===== src/sv/fsp_pkg.sv =====
// fsp_pkg: widths, register indexes, run mode codes and the divider
// request/response structs of the fixed-step frame pacer.
// No dependencies; used by every file under sv/.
package fsp_pkg;

  localparam int TIME_W  = 32;
  localparam int STEP_W  = 16;
  localparam int SKIP_W  = 4;
  localparam int BANK_W  = 24;
  localparam int BLEND_W = 24;
  localparam int MODE_W  = 2;
  localparam int CFG_IDX_W  = 2;
  localparam int CFG_DATA_W = 16;

  localparam int BLEND_FRAC_BITS_DEF = 16;

  // configuration register indexes
  localparam logic [CFG_IDX_W-1:0] CFG_STEP_MS    = 2'd0;
  localparam logic [CFG_IDX_W-1:0] CFG_MAX_SKIP   = 2'd1;
  localparam logic [CFG_IDX_W-1:0] CFG_LIMITER_ON = 2'd2;

  // configuration reset values
  localparam logic [STEP_W-1:0] STEP_MS_RST  = 16'd33;
  localparam logic [SKIP_W-1:0] MAX_SKIP_RST = 4'd2;
  localparam logic              LIMITER_RST  = 1'b0;

  // run mode codes
  localparam logic [MODE_W-1:0] MODE_BOTH   = 2'd0;
  localparam logic [MODE_W-1:0] MODE_SIM    = 2'd1;
  localparam logic [MODE_W-1:0] MODE_RENDER = 2'd2;

  typedef struct packed {
    logic              start;
    logic              flush;
    logic [STEP_W-1:0] divisor;
    logic [BANK_W-1:0] dividend;
  } div_req_t;

  typedef struct packed {
    logic               done;
    logic [BLEND_W-1:0] blend;
    logic [BANK_W-1:0]  bank;
  } div_rsp_t;

endpackage


===== src/sv/fixed_step_frame_pacer.sv =====
// fixed_step_frame_pacer: top level of the fixed-step frame pacer.
// Depends on fsp_pkg and fsp_div.
//
// Usage: one input item per frame carries now_ms; one result item comes
// back per frame with run mode, adjusted frame time, old skip count, blend
// fraction and tick count. Configuration (step_ms, max_skip, limiter_on)
// is written on the cfg channel by index; the user must write it only while
// the block is idle, which it does not enforce; cfg_ready is always high.
// Steps: accept in S_IDLE, then S_CAP; in limiter mode on to S_OUT, else
// S_ADD, S_DEC and S_DIV, which waits for the divider, then S_OUT. The
// blend quotient and the bank flush share one bit-serial divider, one
// quotient bit per cycle.
// Throughput: one item at a time; in_ready is high only between items,
// so a new item is taken only after the last one has left S_OUT.
// A new item is accepted while the previous result still waits in the
// output register; its result is held back until that register is free.
// A stalled receiver therefore holds at most one finished item plus one at
// work. Reset (rst_n low, synchronous) restores the register defaults and
// clears the time bank, skip count, tick count and last-frame time.
module fixed_step_frame_pacer #(
  parameter int BLEND_FRAC_BITS = fsp_pkg::BLEND_FRAC_BITS_DEF
) (
  input  logic                               clk,
  input  logic                               rst_n,
  input  logic                               in_valid,
  output logic                               in_ready,
  input  logic [fsp_pkg::TIME_W-1:0]         in_now_ms,
  output logic                               out_valid,
  input  logic                               out_ready,
  output logic [fsp_pkg::MODE_W-1:0]         out_run_mode,
  output logic [fsp_pkg::TIME_W-1:0]         out_frame_ms,
  output logic [fsp_pkg::SKIP_W-1:0]         out_skips_seen,
  output logic [fsp_pkg::BLEND_W-1:0]        out_blend_q16,
  output logic [fsp_pkg::TIME_W-1:0]         out_sim_tick,
  input  logic                               cfg_valid,
  output logic                               cfg_ready,
  input  logic [fsp_pkg::CFG_IDX_W-1:0]      cfg_index,
  input  logic [fsp_pkg::CFG_DATA_W-1:0]     cfg_wdata
);

  localparam int TIME_W  = fsp_pkg::TIME_W;
  localparam int STEP_W  = fsp_pkg::STEP_W;
  localparam int SKIP_W  = fsp_pkg::SKIP_W;
  localparam int BANK_W  = fsp_pkg::BANK_W;
  localparam int BLEND_W = fsp_pkg::BLEND_W;
  localparam int MODE_W  = fsp_pkg::MODE_W;
  localparam int MUL_W   = STEP_W + SKIP_W + 1;
  localparam logic [BLEND_W-1:0] LIM_BLEND = (BLEND_FRAC_BITS >= BLEND_W) ?
                                             {BLEND_W{1'b1}} :
                                             BLEND_W'(1) << BLEND_FRAC_BITS;

  typedef enum logic [2:0] {
    S_IDLE, S_CAP, S_ADD, S_DEC, S_DIV, S_OUT
  } state_t;

  state_t state_r;

  // configuration
  logic [STEP_W-1:0] step_ms_r;
  logic [SKIP_W-1:0] max_skip_r;
  logic              limiter_r;

  // frame state
  logic [TIME_W-1:0] prev_r;
  logic [BANK_W-1:0] bank_r;
  logic [SKIP_W-1:0] skip_r;
  logic [TIME_W-1:0] tick_r;

  // per item working registers
  logic [TIME_W-1:0]  elapsed_r;
  logic [SKIP_W-1:0]  seen_r;
  logic [MUL_W-1:0]   cap_r;
  logic [MODE_W-1:0]  mode_r;
  logic [TIME_W-1:0]  frame_r;
  logic [BLEND_W-1:0] blend_r;

  // output register
  logic               out_valid_r;
  logic [MODE_W-1:0]  out_mode_r;
  logic [TIME_W-1:0]  out_frame_r;
  logic [SKIP_W-1:0]  out_seen_r;
  logic [BLEND_W-1:0] out_blend_r;
  logic [TIME_W-1:0]  out_tick_r;

  logic [STEP_W-1:0]  step_eff;
  logic [SKIP_W:0]    mul_b;
  logic [MUL_W-1:0]   prod;
  logic [MUL_W-1:0]   add_v;
  logic [BANK_W:0]    sum;
  logic [BANK_W-1:0]  bank_sat;
  logic               ge1;
  logic               ge2;
  logic [BANK_W-1:0]  bank_less;
  logic               in_acc;
  logic               out_free;

  fsp_pkg::div_req_t div_req;
  fsp_pkg::div_rsp_t div_rsp;

  fsp_div #(
    .BLEND_FRAC_BITS(BLEND_FRAC_BITS)
  ) u_div (
    .clk  (clk),
    .rst_n(rst_n),
    .req  (div_req),
    .rsp  (div_rsp)
  );

  always_comb begin
    step_eff  = (step_ms_r == '0) ? STEP_W'(1) : step_ms_r;
    // one small multiplier: clamp limit first, then step times old skips
    mul_b     = (state_r == S_CAP) ? ({1'b0, max_skip_r} + (SKIP_W + 1)'(1))
                                   : {1'b0, skip_r};
    prod      = MUL_W'(step_eff) * MUL_W'(mul_b);
    add_v     = (elapsed_r < TIME_W'(cap_r)) ? elapsed_r[MUL_W-1:0] : cap_r;
    sum       = (BANK_W + 1)'(bank_r) + (BANK_W + 1)'(add_v);
    bank_sat  = sum[BANK_W] ? {BANK_W{1'b1}} : sum[BANK_W-1:0];
    ge1       = bank_r >= BANK_W'(step_eff);
    ge2       = {1'b0, bank_r} >= ((BANK_W + 1)'(step_eff) << 1);
    bank_less = bank_r - BANK_W'(step_eff);
    in_acc    = in_valid && in_ready;
    out_free  = !out_valid_r || out_ready;

    div_req.start    = (state_r == S_DEC);
    div_req.flush    = ge1 && !(skip_r < max_skip_r);
    div_req.divisor  = step_eff;
    div_req.dividend = ge1 ? bank_less : bank_r;
  end

  always_ff @(posedge clk) begin
    if (!rst_n) begin
      state_r     <= S_IDLE;
      step_ms_r   <= fsp_pkg::STEP_MS_RST;
      max_skip_r  <= fsp_pkg::MAX_SKIP_RST;
      limiter_r   <= fsp_pkg::LIMITER_RST;
      prev_r      <= '0;
      bank_r      <= '0;
      skip_r      <= '0;
      tick_r      <= '0;
      out_valid_r <= 1'b0;
    end else begin
      if (cfg_valid) begin
        unique case (cfg_index)
          fsp_pkg::CFG_STEP_MS:    step_ms_r  <= cfg_wdata[STEP_W-1:0];
          fsp_pkg::CFG_MAX_SKIP:   max_skip_r <= cfg_wdata[SKIP_W-1:0];
          fsp_pkg::CFG_LIMITER_ON: limiter_r  <= cfg_wdata[0];
          default: ;
        endcase
      end

      if (state_r == S_OUT && out_free) begin
        out_valid_r <= 1'b1;
      end else if (out_valid_r && out_ready) begin
        out_valid_r <= 1'b0;
      end

      unique case (state_r)
        S_IDLE: begin
          if (in_acc) begin
            // a last time of zero means no frame yet
            elapsed_r <= (prev_r == '0) ? '0 : in_now_ms - prev_r;
            prev_r    <= in_now_ms;
            seen_r    <= skip_r;
            state_r   <= S_CAP;
          end
        end
        S_CAP: begin
          if (limiter_r) begin
            mode_r  <= fsp_pkg::MODE_BOTH;
            frame_r <= elapsed_r;
            blend_r <= LIM_BLEND;
            tick_r  <= tick_r + TIME_W'(1);
            state_r <= S_OUT;
          end else begin
            cap_r   <= prod;
            state_r <= S_ADD;
          end
        end
        S_ADD: begin
          bank_r  <= bank_sat;
          frame_r <= elapsed_r + TIME_W'(prod);
          state_r <= S_DEC;
        end
        S_DEC: begin
          if (ge1) begin
            bank_r <= bank_less;
            tick_r <= tick_r + TIME_W'(1);
            if (skip_r < max_skip_r && ge2) begin
              mode_r <= fsp_pkg::MODE_SIM;
              skip_r <= skip_r + SKIP_W'(1);
            end else begin
              mode_r <= fsp_pkg::MODE_BOTH;
              skip_r <= '0;
            end
          end else begin
            mode_r <= fsp_pkg::MODE_RENDER;
            skip_r <= '0;
          end
          state_r <= S_DIV;
        end
        S_DIV: begin
          if (div_rsp.done) begin
            bank_r  <= div_rsp.bank;
            blend_r <= div_rsp.blend;
            state_r <= S_OUT;
          end
        end
        S_OUT: begin
          if (out_free) begin
            out_mode_r  <= mode_r;
            out_frame_r <= frame_r;
            out_seen_r  <= seen_r;
            out_blend_r <= blend_r;
            out_tick_r  <= tick_r;
            state_r     <= S_IDLE;
          end
        end
        default: state_r <= S_IDLE;
      endcase
    end
  end

  assign in_ready       = (state_r == S_IDLE);
  assign cfg_ready      = 1'b1;
  assign out_valid      = out_valid_r;
  assign out_run_mode   = out_mode_r;
  assign out_frame_ms   = out_frame_r;
  assign out_skips_seen = out_seen_r;
  assign out_blend_q16  = out_blend_r;
  assign out_sim_tick   = out_tick_r;

endmodule


===== src/sv/fsp_div.sv =====
// fsp_div: bit-serial restoring divider for the blend fraction and the
// bank flush (bank modulo step falls out after the integer bits).
// Depends on fsp_pkg.
module fsp_div #(
  parameter int BLEND_FRAC_BITS = fsp_pkg::BLEND_FRAC_BITS_DEF
) (
  input  logic              clk,
  input  logic              rst_n,
  input  fsp_pkg::div_req_t req,
  output fsp_pkg::div_rsp_t rsp
);

  localparam int BANK_W  = fsp_pkg::BANK_W;
  localparam int STEP_W  = fsp_pkg::STEP_W;
  localparam int BLEND_W = fsp_pkg::BLEND_W;
  localparam int DIV_LEN = BANK_W + BLEND_FRAC_BITS;
  localparam int CNT_W   = $clog2(DIV_LEN);
  localparam logic [CNT_W-1:0] CNT_LAST = CNT_W'(DIV_LEN - 1);
  localparam logic [CNT_W-1:0] CNT_MOD  = CNT_W'(BANK_W - 1);

  logic               busy_r;
  logic               done_r;
  logic               flush_r;
  logic [CNT_W-1:0]   cnt_r;
  logic [STEP_W-1:0]  div_r;
  logic [STEP_W-1:0]  rem_r;
  logic [BANK_W-1:0]  dvd_r;
  logic [BLEND_W-1:0] q_r;
  logic               sat_r;
  logic [BANK_W-1:0]  mod_r;

  logic [STEP_W:0]    shifted;
  logic [STEP_W:0]    diff;
  logic               ge;
  logic [STEP_W-1:0]  rem_nxt;
  logic [BLEND_W-1:0] q_nxt;
  logic               sat_nxt;

  always_comb begin
    shifted = {rem_r, dvd_r[BANK_W-1]};
    ge      = shifted >= {1'b0, div_r};
    diff    = shifted - {1'b0, div_r};
    rem_nxt = ge ? diff[STEP_W-1:0] : shifted[STEP_W-1:0];
    q_nxt   = {q_r[BLEND_W-2:0], ge};
    // any quotient bit above the result width means saturation
    sat_nxt = sat_r | q_r[BLEND_W-1];
  end

  always_ff @(posedge clk) begin
    if (!rst_n) begin
      busy_r <= 1'b0;
      done_r <= 1'b0;
    end else begin
      done_r <= 1'b0;
      if (req.start) begin
        busy_r  <= 1'b1;
        cnt_r   <= '0;
        rem_r   <= '0;
        dvd_r   <= req.dividend;
        q_r     <= '0;
        sat_r   <= 1'b0;
        div_r   <= req.divisor;
        flush_r <= req.flush;
        mod_r   <= req.dividend;
      end else if (busy_r) begin
        rem_r <= rem_nxt;
        dvd_r <= {dvd_r[BANK_W-2:0], 1'b0};
        cnt_r <= cnt_r + CNT_W'(1);
        if (cnt_r == CNT_MOD && flush_r) begin
          // last bank bit consumed: remainder is the flushed bank, integer part drops
          mod_r <= BANK_W'(rem_nxt);
          q_r   <= '0;
          sat_r <= 1'b0;
        end else begin
          q_r   <= q_nxt;
          sat_r <= sat_nxt;
        end
        if (cnt_r == CNT_LAST) begin
          busy_r <= 1'b0;
          done_r <= 1'b1;
        end
      end
    end
  end

  assign rsp.done  = done_r;
  assign rsp.blend = sat_r ? {BLEND_W{1'b1}} : q_r;
  assign rsp.bank  = mod_r;

endmodule


===== config.mk =====
export PLATFORM = sky130hd
export DESIGN_NAME = fixed_step_frame_pacer
export DESIGN_NICKNAME = d
export VERILOG_FILES = /design/src/sv/fsp_pkg.sv /design/src/sv/fixed_step_frame_pacer.sv /design/src/sv/fsp_div.sv
export SDC_FILE = /design/constraint.sdc
export NUM_CORES = 1
export LEC_CHECK = 0
export ABC_AREA = 1
export BUFFER_PORTS_ARGS = -buffer_cell sky130_fd_sc_hd__buf_4
export CORE_UTILIZATION = 32
export CTS_CLUSTER_DIAMETER = 80
export DETAILED_ROUTE_END_ITERATION = 8
export PLACE_DENSITY_LB_ADDON = 0.15
export SLEW_MARGIN = 20
export SYNTH_ARGS = -nofsm -noshare
export SYNTH_HDL_FRONTEND = slang
export SYNTH_HIERARCHICAL = 1
export SYNTH_SLANG_ARGS = --single-unit

===== constraint.sdc =====
create_clock -name clk -period 14 [get_ports clk]
set_input_delay 2.8 -clock clk [delete_from_list [all_inputs] [get_ports clk]]
set_output_delay 2.8 -clock clk [all_outputs]
set_load 0.005 [all_outputs]

Word-level counts from Yosys, hierarchy flattened
Cells that the tools add are included.
{"block": "op_classes", "addsub": 9, "n_mul": 1, "div": 0, "n_lt_le_gt_ge": 5, "n_eq_ne": 14, "shift": 0, "muxes": 45, "bitwise": 4, "reduce_logical": 37}
{"cell": "$mux W24", "count": 13}
{"cell": "$pmux W32 S2", "count": 2}
{"cell": "$mux W32", "count": 3}
{"cell": "$pmux W24 S3", "count": 1}
{"cell": "$mux W16", "count": 3}
{"cell": "$pmux W24 S2", "count": 1}
{"cell": "$add A32 B1 Y32 const B", "count": 1}
{"cell": "$add A32 B21 Y32", "count": 1}
{"cell": "$logic_not A32 Y1", "count": 1}
{"cell": "$lt A32 B21 Y1", "count": 1}
{"cell": "$sub A32 B32 Y32", "count": 1}
{"cell": "$add A24 B21 Y25", "count": 1}
{"cell": "$ge A24 B16 Y1", "count": 1}
{"cell": "$ge A24 B17 Y1", "count": 1}
{"cell": "$reduce_and A3 Y1", "count": 8}
{"cell": "$sub A24 B16 Y24", "count": 1}
{"cell": "$mul A16 B5 Y21", "count": 1}
{"cell": "$mux W21", "count": 1}
{"cell": "$pmux W3 S6", "count": 1}
{"cell": "$ge A17 B16 Y1", "count": 1}
{"cell": "$logic_not A16 Y1", "count": 1}
{"cell": "$sub A16 B16 Y16", "count": 1}
{"cell": "$reduce_and A2 Y1", "count": 7}
{"cell": "$mux W3", "count": 4}
{"cell": "other kinds (30)", "count": 58}
{"block": "totals", "regBits": 440, "latchBits": 0, "mem_bits_rw": 0, "romBits": 0, "in_bits": 55, "out_inout_bits": 97, "elab_cells": 145, "memories": 0}

Depth between registers and ports, before layout
Gate-level depths: netlist of run 1.
{"block": "logic_depth", "ltp_word": 7, "mapped_depth": 32, "ltp_nobuf": 32}

Modules after synthesis
The synthesis of run 1 kept the hierarchy.
{"module": "fixed_step_frame_pacer", "n_inst": 1, "cells_per_inst": 3150, "area_each_um2": 23573.9, "seq_area_each_um2": 8618.3}
{"module": "fsp_div", "n_inst": 1, "cells_per_inst": 634, "area_each_um2": 5795.6, "seq_area_each_um2": 3403.3}

Worst setup path before layout of run 1
Ideal clock, no wire load.
{"block": "synth_timing", "kind": "input-to-reg", "startpoint": "input rst_n", "endpoint": "register out_blend_r[0], in the netlist out_blend_q16[0], enable pin", "setup_ps": 547, "t_arrival_ps": 7312, "t_required_ps": 13453, "path_slack_ps": 6141, "path_stages": 4, "n_path_buf": 2, "cell_sequence": "clkbuf_1 clkbuf_1 nand2_1 nor2_1"}
{"block": "synth_between", "elab_chain_cells": 1}
{"item": "start: declaration", "line": "fixed_step_frame_pacer.sv:24", "rtl": "input logic rst_n,"}
{"item": "$reduce_and A3 Y1 (no line)"}
{"item": "end signal: assignment", "line": "fixed_step_frame_pacer.sv:213", "rtl": "out_blend_r <= blend_r;"}
{"item": "end: declaration", "line": "fixed_step_frame_pacer.sv:82", "rtl": "logic [BLEND_W-1:0] out_blend_r;"}
No other way between the ends.
A chain may end at the register's enable or synchronous reset.

Worst setup path after layout of run 1
{"block": "layout_timing", "startpoint": "register state_r[0]", "endpoint": "register frame_r[27], data pin"}
{"block": "layout_between", "elab_chain_cells": 5, "word_cells_on_any_way": 6, "classes_between": "1 x add/sub; 1 x mul; 2 x eq/ne; 2 x mux"}
{"item": "start: declaration", "line": "fixed_step_frame_pacer.sv:56", "rtl": "state_t state_r;"}
{"item": "start signal: assignment", "line": "fixed_step_frame_pacer.sv:132", "rtl": "state_r <= S_IDLE;"}
{"item": "start signal: assignment", "line": "fixed_step_frame_pacer.sv:164", "rtl": "state_r <= S_CAP;"}
{"item": "start signal: assignment", "line": "fixed_step_frame_pacer.sv:173", "rtl": "state_r <= S_OUT;"}
{"item": "$eq A3 B1 Y1", "line": "fixed_step_frame_pacer.sv:112", "rtl": "mul_b = (state_r == S_CAP) ? ({1'b0, max_skip_r} + (SKIP_W + 1)'(1))"}
{"item": "$mux W5", "line": "fixed_step_frame_pacer.sv:112"}
{"item": "$mul A16 B5 Y21", "line": "fixed_step_frame_pacer.sv:114", "rtl": "prod = MUL_W'(step_eff) * MUL_W'(mul_b);"}
{"item": "named net prod[18]", "line": "fixed_step_frame_pacer.sv:87", "rtl": "logic [MUL_W-1:0] prod;"}
{"item": "$add A32 B21 Y32", "line": "fixed_step_frame_pacer.sv:181", "rtl": "frame_r <= elapsed_r + TIME_W'(prod);"}
{"item": "$pmux W32 S2", "line": "fixed_step_frame_pacer.sv:157", "rtl": "unique case (state_r)"}
{"item": "end signal: assignment", "line": "fixed_step_frame_pacer.sv:170", "rtl": "frame_r <= elapsed_r;"}
{"item": "end signal: assignment", "line": "fixed_step_frame_pacer.sv:181"}
{"item": "end: declaration", "line": "fixed_step_frame_pacer.sv:74", "rtl": "logic [TIME_W-1:0] frame_r;"}
The timed path passes the listed nets, and every way through them passes these cells.

==> impl_summary.md, run 1 <==
Synthesis
The main combinational cell family by area after synthesis is simple AND/OR/NAND/NOR gates. The simple-gate area share of the yosys netlist is 0.2550. Counting distinct cell types in the post-synthesis netlist gives 60. The number of storage elements in the synthesis netlist is between 400 and 500.

The mean instance size in the synthesized netlist is slightly below 8 µm². Among all flip-flop cells after synthesis, the most frequent one is sky130_fd_sc_hd__edfxtp_1. The fraction of the yosys area taken by sequential cells is 0.4093. Yosys mapped a number of flops with a built-in enable equal to between 300 and 400. Of the total synthesized cell area, the portion taken by XOR and XNOR cells is 0.02654. The mapped cell area is between 20000 and 30000 µm². Of all flip-flops after synthesis, the portion carrying an async set or reset was 0. The portion of synthesized area spent on multiplexers is 0. The synthesized-area fraction occupied by adder cells is 0.1074. The Yosys step of the flow raised 6 warnings. The synthesized-area fraction occupied by ao, oa, aoi and oai cells is 0.1002. Synthesis produced a netlist with a net count of slightly above 4000. The synthesized instance count is roughly 3800.

Timing
Timing would allow up to between 150 and 200 MHz. Setup violations remaining at the end of the flow were counted as 0. In the finished design, the share of the clock period the worst path needs comes to 0.4755. The max-slew violation total from the final report is 0. For the pin with the worst max-slew slack, the measured transition is about 1200 ps.

Across all setup checks in the final design, the least slack found is 7343 ps. The number of hold violations in the final report is 0. Setup repair after global routing left no endpoint under its margin. Headroom to the max-slew limit came out at 0.1795. Clock skew on the completed layout was measured at roughly 48 ps. After layout, the minimum clock period comes to roughly 6700 ps. The total negative slack for setup checks is 0 ps.

Floorplanning
The vertical extent of the die is ~300 µm. The row count is 110. The initial cell density of the core is 0.3248.

The width of the die is slightly above 300 µm. The total I/O pin count is about 150. The area of the die is about 93000 µm². The core area is 90420 µm².

Clock tree
Counting along the longest clock path gives a buffer depth of 3. The count of clock tree sinks is 440. TritonCTS built the clock tree. The clock tree root driver cell is sky130_fd_sc_hd__clkbuf_16.

The quantity of hold-fixing buffers added after cts is 0. The maximum level of the CTS H-tree is 2. The later-pin clock latency in the skew report is ~650 ps. After clock tree synthesis, the setup repair step added 0 buffers. The number of cells upsized or downsized after cts is 0. The number of clock buffers added by TritonCTS is 53. The clock transition at the registers of the reported paths is roughly 60 ps.

Global routing
The initial antenna violation count is 8. In the global route stage, overall resource usage came out at 0.1976. The first global-routing pass estimated between 100000 and 150000 µm of wire. The via count of the first global-routing pass is between 20000 and 25000. After global routing the overflow that remains totals 0. Entering global routing, the biggest net connects 75 pins.

Worst setup path
STA puts the critical path data arrival time at 7030 ps. The startpoint class of the critical path is a flop. The largest stage delay on the critical path is between 500 and 600 ps. The sort of element at the end of the critical path is a flop. In this run the worst setup path begins at state_r[0].

The depth of the worst register-to-register path is 25. The endpoint identified for the worst register-to-register timing path is frame_r[27]. Across all register-to-register paths, the minimum setup slack is around 7300 ps. The category of the most critical setup path is reg2reg. The family of cells with the greatest summed delay on the critical path is adder cells. The endpoint of the most critical setup path is frame_r[27]. The slowest stage of the critical path is the sky130_fd_sc_hd__fa_1 cell. The origin of the critical flop-to-flop path is state_r[0]. The instance count on the critical path is 25.

The critical path data required time is approximately 14000 ps. Together, buffers and inverters on the worst path number 3. The cell that appears most often on the critical path is sky130_fd_sc_hd__nand2_1. In this run the worst path has a maximum fanout of 11.

Power and ir drop
The sequential fraction of design power is 0.314. In this run the power spent charging and discharging nets is roughly 2400 µW. The power per standard cell area is approximately 160 nW/µm². Internal power comes to 3090 µW. The part of the total power dissipated in combinational logic is 0.441. The leakage power figure is ~0.016 µW. The part of the power in the clock network is 0.244. The worst IR drop on VDD is between 100 and 150 µV. The share of total power consumed by net switching is 0.4347.

Final layout
The final cell count without fillers is roughly 5000. The fraction of layout cells with a size suffix above 1 is 0.09388. The signed area change from the synthesized netlist to the final layout is 13.50%. For this run, the post-layout net count is approximately 4200.

The filler cell count is around 9500. The final standard cell utilization of the core is 0.3687. After routing the design area is 33340 µm².

Route
The total via count after detailed routing is ~25000. The number of DRC violations after detailed-routing iteration 0 is between 1500 and 2000. The final routed wirelength across all metal layers is roughly 90000 µm. The via-per-instance ratio is 4.816. For this run, design rule violations remaining after detail routing come to 0. The detailed-router iteration count before antenna repair is 6. After detailed routing, the average wire length per cell comes to around 18 µm. The count of nets left with antenna violations after detail routing is 0.

Place
After detailed placement, the total cell area comes to ~32000 µm². The pre-CTS setup slack is 7429 ps. During placement, the flow inserted port buffers numbering 150.

The number of placed instances, taps included, is 5028. Detailed placement ended at an HPWL of about 72000 µm. The congestion estimate from routability-driven global placement came to 0.9063.

Min path
The type of the worst min-delay path is reg2reg.

Outcome
The run finished with clean final reports.

Job
Max-cap violations in this run came to 0.
## state kept, by name, summed over array words and instances, names as in the netlist, 16 cells and up
signal / count
bank_r: 24
blend_r: 24
cap_r: 21
elapsed_r: 32
frame_r: 32
out_blend_q16: 24
out_frame_ms: 32
out_sim_tick: 32
prev_r: 32
step_ms_r: 16
tick_r: 32
u_div/div_r: 16
u_div/dvd_r: 24
u_div/mod_r: 24
u_div/q_r: 24
u_div/rem_r: 16
## routing by layer
layer / track usage / vias to the layer above / wire (µm)
met5: 0 / - / 7
met4: 0.06460 / 2 / 2901
met3: 0.03122 / 136 / 4740
met2: 0.3399 / 538 / 43820
met1: 0.2510 / 11530 / 40340
li1: - / 12500 / -
## power by group through the flow
stage	clock network (µW)	registers, µW	logic (µW)
2_1_floorplan	0	1680	1750
3_3_place_gp	0	1750	2400
3_5_place_dp	0	1750	2400
4_1_cts	1380	1720	2420
5_1_grt	1420	1730	2730
6_report	1340	1720	2410
## placed cells by master (no fill, tap or decap), drive strengths merged, types with 3 or more instances in the layout
cell type  netlist  final
nand2         1031   1031
inv            639    645
nor2           346    346
edfxtp         321    321
a21oi          249    249
nand3          216    216
o21ai          203    203
ha             177    177
buf             34    170
dfxtp          119    119
clkbuf          66     66
nand4           53     53
xnor2           50     50
fa              47     47
nor3            40     40
xor2            39     39
clkinv           6     31
nand3b          24     24
o21a            22     22
nor4            17     17
or2             16     16
o211ai          15     15
a21o            10     10
o21bai          10     10
and2             8      8
a31oi            7      7
a21boi           5      5
diode            0      3
## final cells by class
cell class	count	area, µm²	share of cell area
Antenna cell	3	7.507	0.0002252
Inverter	645	2434	0.07300
Sequential cell	440	12020	0.3606
Tap cell	1176	1471	0.04414
Timing Repair Buffer	170	1296	0.03888
Clock inverter	33	256.5	0.007694
Clock buffer	66	1415	0.04245
Multi-Input combinational cell	2598	14430	0.4330
## how the worst min path moves through the flow
stage                           start                end  slack (ps)  cells after the start
after floorplan            blend_r[0]   out_blend_q16[0]         400                      0
after global placement      seen_r[0]  out_skips_seen[0]         400                      0
after detailed placement   blend_r[8]   out_blend_q16[8]         400                      0
after CTS                  frame_r[2]    out_frame_ms[2]         410                      0
after global routing       frame_r[2]    out_frame_ms[2]         410                      0
final                     frame_r[19]   out_frame_ms[19]         410                      0
## synth_stat cells, types with 30 or more instances
master	n	share of area
sky130_fd_sc_hd__nand3_1	209	0.036
sky130_fd_sc_hd__nand2_2	34	0.0072
sky130_fd_sc_hd__nor3_1	39	0.0066
sky130_fd_sc_hd__dfxtp_1	119	0.081
sky130_fd_sc_hd__nor2_1	332	0.042
sky130_fd_sc_hd__fa_1	47	0.032
sky130_fd_sc_hd__inv_1	632	0.081
sky130_fd_sc_hd__clkbuf_1	66	0.0084
sky130_fd_sc_hd__o21ai_0	200	0.034
sky130_fd_sc_hd__nand4_1	53	0.011
sky130_fd_sc_hd__ha_1	177	0.075
sky130_fd_sc_hd__a21oi_1	219	0.037
sky130_fd_sc_hd__edfxtp_1	321	0.33
sky130_fd_sc_hd__nand2_1	992	0.13
sky130_fd_sc_hd__xor2_1	39	0.012
sky130_fd_sc_hd__a21oi_2	30	0.0089
sky130_fd_sc_hd__xnor2_1	50	0.015
## per-stage QoR
stage                     total power (µW)  hold WS (ps)
after floorplan                       3429         400.3
after global placement                4152         402.9
after detailed placement              4150         404.5
after CTS                             5513         412.2
after global routing                  5883         410.4
final                                 5466         414.9
## logic make-up (layout without fill, tap and decap cells)
logic type / Yosys count / in the layout
AOI/OAI and AO/OA: 528 / 528
xor gates and xnor gates: 89 / 89
adders and majority gates: 224 / 224
buffers and inverters: 746 / 914
DFF: 440 / 440
other: 1 / 4
and+or+nand+nor: 1756 / 1756
Note: power is estimated with default switching activity, not from simulation.
==> run 2: changes to the inputs <==
==> constraint.sdc (replaced) <==
create_clock -name clk -period 6.1 [get_ports clk]
set_input_delay 1.22 -clock clk [delete_from_list [all_inputs] [get_ports clk]]
set_output_delay 1.22 -clock clk [all_outputs]
set_load 0.005 [all_outputs]
==> run 2 against run 1 <==
  * Clock power grew to 2.6 times the previous value
  * Critical path depth rose by 1
  * Combinational power grew to 2.5 times the previous value
  * Wire length rose by 2.7%
  * First-iteration DRC count up 15%
  * Core utilization grew 2.0 points
  * Flip-flop and latch count is the same
  * Sequential share of layout area fell by 1.8 points
  * Non-clock buffer count is 120 higher
==> impl_summary.md, run 2 (synthesis results as in run 1) <==
Worst setup path
The depth of the worst register-to-register path is 26. The worst reg2reg path endpoint is frame_r[26]. The category of the most critical setup path is reg2reg.

The startpoint class of the critical path is a flop. The minimum setup slack among reg-to-reg paths is approximately 360 ps. The worst register-to-register path begins at state_r[0]. For this design, the slowest cell found on the critical path is sky130_fd_sc_hd__fa_1. At the worst endpoint, the required time is 6480 ps. The sort of element at the end of the critical path is a flop. The largest single stage delay on the critical path is 550 ps. Along the worst path, the maximum fanout reaches 6. For the worst setup path, the data arrival time is ~6100 ps.

Final layout
In the layout the commonest cells are 969 x sky130_fd_sc_hd__nand2_1, 628 x sky130_fd_sc_hd__inv_1, 321 x sky130_fd_sc_hd__edfxtp_1, 309 x sky130_fd_sc_hd__nor2_1, 282 x sky130_fd_sc_hd__buf_4. The multi-input combinational cells in the finished layout cover a total of 15030 µm². The number of nets in the final layout is between 4000 and 5000. The library cell used most frequently in the layout, excluding fill and tap cells, is sky130_fd_sc_hd__nand2_1.

The filler cell count is around 9400. In the final layout, the share of cells above drive strength 1 is 0.1483. The sequential cells in the finished layout cover a total of ~12000 µm².

The area growth from synthesis to layout is 19.60%.

Route
For this block, the initial DRC count from the detailed router was ~1800. In the final routed layout, each cell accounts on average for between 15 and 20 µm. In the routed design, unresolved DRC markers number 0. Detailed routing inserted a total of 25160 vias. Using the TritonRoute via totals, the vias-per-cell ratio works out to roughly 4.8.

The final routed wirelength across all metal layers is between 90000 and 100000 µm. Before antenna repair, the detailed router went through 6 iterations. The count of nets left with antenna violations after detail routing is 0.

Timing
Derived from the worst setup path, the maximum achievable clock frequency is 174.2 MHz. The max-slew violation total from the final report is 0. The number of hold violations in the final report is 0. The relative slew slack is 0.3096.

The count of final setup violators is 0. Hold is met by just over 400 ps. The final period utilization is 0.9409. Across the routed clock network, the largest skew measured is ~32 ps. At the pin with the least slew margin, the transition time is 1025 ps. The minimum period implied by the final worst setup slack is 5740 ps.

Clock tree
The tree is rooted in a sky130_fd_sc_hd__clkbuf_16. Clock tree synthesis inserted a total of 54 buffers. In this run, post-CTS hold repair placed 0 buffers.

CTS saw 440 sinks. The TritonCTS clock tree is built. The buffer levels on the longest clock path is 3.

The later-pin clock latency in the skew report is approximately 650 ps. In this run the number of H-tree levels came out at 2. Clock-pin slew was measured on the worst setup and hold paths at ~60 ps.

Floorplanning
The core area is between 90000 and 100000 µm². The die is approximately 300 µm tall. The initial cell density of the core is 0.3248. The total I/O pin count is about 150. From left edge to right edge, the die measures 305.0 µm. The die covers slightly above 90000 µm². The floorplan has 110 rows.

Min path
The startpoint of the most critical hold path is blend_r[21]. The path with the worst hold slack has its endpoint at out_blend_q16[21]. The type of the worst min-delay path is reg2reg.

The worst hold path cell count is 0.

Power and ir drop
For this design the ratio of total power to cell area is 382.7 nW/µm². The internal portion of total power is ~7700 µW. The leakage power figure is about 0.016 µW.

IR analysis of the VDD net gives a maximum drop of approximately 240 µV. The share of total power dissipated in combinational logic is 0.450. The part of the power in the clock network is 0.257. The analysis attributes to net switching a power of about 5700 µW. After layout, the design draws a total of ~13000 µW.

The share of total power consumed by net switching is 0.4242. Of the total power, registers draw 0.293.

Global routing
The pin count of the biggest net entering global routing is 66. The first global-routing pass estimated around 140000 µm of wire. After global routing the overflow that remains totals 0. Across every metal layer, demand over resource in global routing totals 0.2004.

The initial antenna violation count is 3. The via count of the first global-routing pass is 24560.

Place
The post-detailed-placement half-perimeter wirelength is 73870 µm. Input and output buffers added on the ports amount to 150. The placer congestion estimate is approximately 0.92.

Outcome
The flow ran to the end, and the final reports show no timing, DRC or antenna violations.

Job
The count of max-cap constraint violations is 0.
## run 2: cell types whose count changed in the layout (fill, tap and decap cells not counted), moves of 8 or more
cell / before / now
sky130_fd_sc_hd__buf_4: 169 / 282
sky130_fd_sc_hd__nand2_1: 991 / 969
sky130_fd_sc_hd__ha_1: 177 / 156
sky130_fd_sc_hd__nand2_2: 35 / 53
sky130_fd_sc_hd__a21oi_1: 219 / 202
sky130_fd_sc_hd__a21oi_2: 30 / 46
sky130_fd_sc_hd__o21ai_0: 197 / 181
sky130_fd_sc_hd__ha_4: 0 / 15
sky130_fd_sc_hd__nor2_1: 324 / 309
sky130_fd_sc_hd__nor2_2: 15 / 26
sky130_fd_sc_hd__bufinv_16: 1 / 9
sky130_fd_sc_hd__o21ai_1: 5 / 13
sky130_fd_sc_hd__o21ai_2: 1 / 9
## run 2: worst max-delay path: cells and delay by family (launching register included)
kind	cells	cell delay, ps
AOI/OAI and AO/OA	6	1170
xor gates and xnor gates	2	310
adders and majority gates	5	2280
buffers and inverters	6	660
DFF	1	320
and+or+nand+nor	7	720
## run 2: repair_timing
action / 4_1_cts / 5_1_grt
setup buffers: 0 / 12
hold endpoints to repair: 0 / 0
gates cloned: 0 / 1
pin swaps: 0 / 49
setup endpoints to repair: 2 / 23
resized for setup: 1 / 145
## run 2: routing by layer
metal / vias to the layer above / track usage / routed length [µm]
met2: 554 / 0.3432 / 44810
li1: 12740 / - / -
met1: 11730 / 0.2505 / 41090
met4: 4 / 0.05767 / 2664
met5: - / 0 / 27
met3: 133 / 0.04499 / 5696
## run 2: area by class of cell
class,count,share of cell area
antenna,2,0.0001425
clock buffer,59,0.03901
clock inverter,42,0.01567
inverter,645,0.06928
multi-input combinational,2598,0.4279
sequential,440,0.3423
tap,1176,0.04189
timing repair buffer,290,0.06387
## run 2: metrics by stage
stage	TNS, ps	setup slack (ps)	instance area, µm²	utilization	std cells
after floorplan	0	423.8	29370	-	3784
after global placement	-48.50	-48.50	32470	0.3590	5135
after detailed placement	0	23.86	32470	0.3590	5135
after CTS	0	29.25	34390	0.3803	5236
after global routing	-0.005329	-0.005329	35120	0.3884	5251
final	0	360.4	35120	0.3884	5252
## run 2: worst max path at each step
stage / startpoint / end / slack, ps / cells after the start
after floorplan: state_r[0] / frame_r[27] / 420 / 27
after global placement: max_skip_r[0] / frame_r[18] / -50 / 30
after detailed placement: max_skip_r[0] / frame_r[28] / 20 / 32
after CTS: max_skip_r[0] / frame_r[29] / 30 / 31
after global routing: state_r[0] / frame_r[20] / -0.005 / 29
final: state_r[0] / frame_r[26] / 360 / 26
## run 2: power groups by stage
stage          sequential [µW]  clock, µW  combinational [µW]
3_3_place_gp              4000          0                5800
3_5_place_dp              4000          0                5790
6_report                  3930       3460                6050
5_1_grt                   3970       3680                6770
2_1_floorplan             3850          0                4020
4_1_cts                   3940       3560                5820
==> run 3: changes to the inputs <==
--- a/config.mk
+++ b/config.mk
@@ -11,6 +11,7 @@
 export CTS_CLUSTER_DIAMETER = 80
 export DETAILED_ROUTE_END_ITERATION = 8
 export PLACE_DENSITY_LB_ADDON = 0.15
+export SETUP_SLACK_MARGIN = 0.5
 export SLEW_MARGIN = 20
 export SYNTH_ARGS = -nofsm -noshare
 export SYNTH_HDL_FRONTEND = slang
==> run 3 against run 2 <==
  * Core utilization grew 1.1 points
  * Critical path depth rose by 3
  * Worst setup slack better by 38 ps
  * Clock skew is 23 ps higher
  * Critical path type unchanged
  * Largest power group unchanged
==> impl_summary.md, run 3 (synthesis results as in run 1) <==
Clock tree
The number of buffers inserted during clock tree synthesis is between 50 and 60. The tree is rooted in a sky130_fd_sc_hd__clkbuf_16. The H-tree was split into 2 levels. The later-pin clock latency in the skew report is between 600 and 700 ps. The clock transition at the registers of the reported paths is 60 ps. The quantity of hold-fixing buffers added after cts is 0. The tree built by TritonCTS fans out to between 400 and 500 sinks. The longest clock path from root to sink contains 3 buffers.

The TritonCTS clock tree is built.

Floorplanning
In this run the core area contains 110 standard-cell rows. The vertical extent of the die is a little over 300 µm. The area of the die is roughly 93000 µm².

The floorplan step defined a core boundary enclosing 90420 µm². The total I/O pin count is 152. The floorplan step set the die width to around 300 µm. The initial utilization of the core area, before any placement, comes to 0.3248.

Route
The via-per-instance ratio is roughly 4.8. In the final routed layout, each cell accounts on average for 18.05 µm. In this run the remaining antenna-violating nets after routing total 0.

The detailed-router iteration count before antenna repair is 7. In this run, the number of DRC markers left after iteration 0 of detailed routing was 1677. The final routed wirelength across all metal layers is 95480 µm. Across all layers, the routed design uses between 20000 and 30000 vias.

The number of remaining DRC errors is 0.

Timing
The slew at the pin closest to its max-slew limit is roughly 1000 ps. Timing would allow up to approximately 180 MHz. The minimum period implied by the final worst setup slack is about 5700 ps. The max-slew violation total from the final report was 0.

In the finished design, the share of the clock period the worst path needs comes to 0.9347. The number of hold violations in the final report is 0. The count of final setup violators is 0. In the post-route analysis, the smallest setup slack over all paths is around 400 ps. The relative slew slack is 0.3237. The hold slack is roughly 400 ps.

Setup repair after global routing could not meet its margin everywhere. On the final layout, the worst clock skew is about 55 ps.

Final layout
The filler cell count is 9352. The final cell count without fillers is roughly 5300. The commonest non-fill, non-tap cell in the layout is sky130_fd_sc_hd__nand2_1. At the end of the flow, the number of nets in the layout was 4349. The top cell types in the final layout, fill and taps aside, are 953 x sky130_fd_sc_hd__nand2_1, 613 x sky130_fd_sc_hd__inv_1, 321 x sky130_fd_sc_hd__edfxtp_1, 310 x sky130_fd_sc_hd__buf_4, 287 x sky130_fd_sc_hd__nor2_1. The fraction of layout cells with a size suffix above 1 is 0.1831. After routing the design area is 36110 µm². The sequential cell area in the final layout is about 12000 µm². The area growth from synthesis to layout is 22.95%. The multi-input logic area is between 15000 and 20000 µm².

Worst setup path
The worst setup path is launched from a flop. Data arrives at the worst endpoint at ~6000 ps. The worst setup path is captured at a flop.

The slowest stage of the critical path belongs to the cell sky130_fd_sc_hd__fa_1. The origin of the critical flop-to-flop path is max_skip_r[1]. The category of the most critical setup path is reg2reg.

At the worst endpoint, the required time is roughly 6500 ps. The worst setup path startpoint is max_skip_r[1]. The highest net fanout along the worst path is 4. The largest single stage delay on the critical path is around 580 ps.

Min path
In this run the most critical hold path is launched from blend_r[8]. The min-delay analysis places its worst path in the category reg2reg.

Global routing
The first-pass GRT wire length is approximately 150000 µm. The most used routing layer is met2. The initial antenna violation count is 1.

The met1 routing resource usage after global routing is 0.2674. For this run, global-route usage on met3 was measured as 0.02524. The global-route congestion overflow total is 0.

The pin count of the biggest net entering global routing is 66. The via count of the first global-routing pass came to ~25000. The total global routing track utilization is 0.2039. The met2 demand-to-capacity share in global routing is 0.3549.

Power and ir drop
The completed layout was analyzed and its total power is approximately 14000 µW. The power per standard cell area is ~380 nW/µm². The worst-case IR drop observed on VDD is between 200 and 250 µV. The leakage power figure is between 0.015 and 0.02 µW.

Job
Across the run, the number of max-cap violations was 0.

Place
Routability-driven placement finished with a final weighted congestion of a little over 0.9. Including well taps, the total number of placed cells is between 5000 and 6000. OpenSTA, run right after detailed placement, puts the worst setup slack at -40.08 ps. The post-detailed-placement half-perimeter wirelength is 74170 µm.

The number of input and output port buffers inserted is 150. After detailed placement, the total cell area comes to between 30000 and 40000 µm².

Outcome
The flow ran to the end, and the final reports show no timing, DRC or antenna violations.
==> run 3: cell types whose count changed in the layout (fill, tap and decap cells not counted), moves of 8 or more <==
| cell | change |
|---|---|
| sky130_fd_sc_hd__a21oi_1 | -16 |
| sky130_fd_sc_hd__inv_2 | +13 |
| sky130_fd_sc_hd__nor2_1 | -22 |
| sky130_fd_sc_hd__buf_6 | +16 |
| sky130_fd_sc_hd__nor2_2 | +9 |
| sky130_fd_sc_hd__buf_4 | +28 |
| sky130_fd_sc_hd__a21oi_4 | +11 |
| sky130_fd_sc_hd__o21ai_0 | -8 |
| sky130_fd_sc_hd__ha_4 | +13 |
| sky130_fd_sc_hd__nand2_1 | -16 |
| sky130_fd_sc_hd__ha_1 | -8 |
| sky130_fd_sc_hd__nand2_4 | +11 |
| sky130_fd_sc_hd__nor2_4 | +13 |
| sky130_fd_sc_hd__inv_1 | -15 |
==> run 3: layout make-up <==
cell class / count / area share
diodes: 1 / 0.00006930
inverters: 645 / 0.06754
flip-flops and latches: 440 / 0.3334
clock inverters: 29 / 0.008455
multi-input cells: 2598 / 0.4375
clock buffers: 69 / 0.04006
well taps: 1176 / 0.04075
repair buffers: 332 / 0.07225
==> run 3: final timing paths <==
check	end	slack [ps]	cells after the start
setup / recovery	frame_r[21]	400	29
hold / removal	out_blend_q16[8]	400	0
setup reg to reg	frame_r[21]	400	29
hold reg to reg	out_blend_q16[8]	400	0
==> run 3: per-stage QoR <==
stage,util,TNS [ps]
after floorplan,-,0
after global placement,0.3606,0
after detailed placement,0.3606,-171.8
after CTS,0.3914,0
after global routing,0.3993,0
final,0.3993,0
==> run 3: per-layer routing <==
metal | routed length (µm) | share of wire
met4 | 2101 | 0.022
met5 | 0 | 0
met3 | 4232 | 0.044
met1 | 42880 | 0.45
met2 | 46270 | 0.48
==> run 3: where the power goes <==
| part | internal (µW) | leakage [µW] | total, µW | switching [µW] |
|---|---|---|---|---|
| logic | 2290 | 0.0120 | 6420 | 4130 |
| registers | 3640 | 0.00389 | 3950 | 310 |
| clock network | 1820 | 0.000845 | 3180 | 1360 |
==> run 3: worst max-delay path, delay by kind of cell (launching register included) <==
kind	cells	cell delay, ps
AOI/OAI and AO/OA	7	1010
xor gates and xnor gates	3	510
adders and majority gates	5	2130
buffers and inverters	9	950
DFF	1	370
and+or+nand+nor	5	420
==> run 3: repair_timing <==
| action | in CTS | in global routing |
|---|---|---|
| pin swaps | 105 | 85 |
| setup buffers | 23 | 12 |
| gates resized for setup | 202 | 129 |
| endpoints found under the hold margin | 0 | 0 |
| setup endpoints to repair | 25 | 24 |
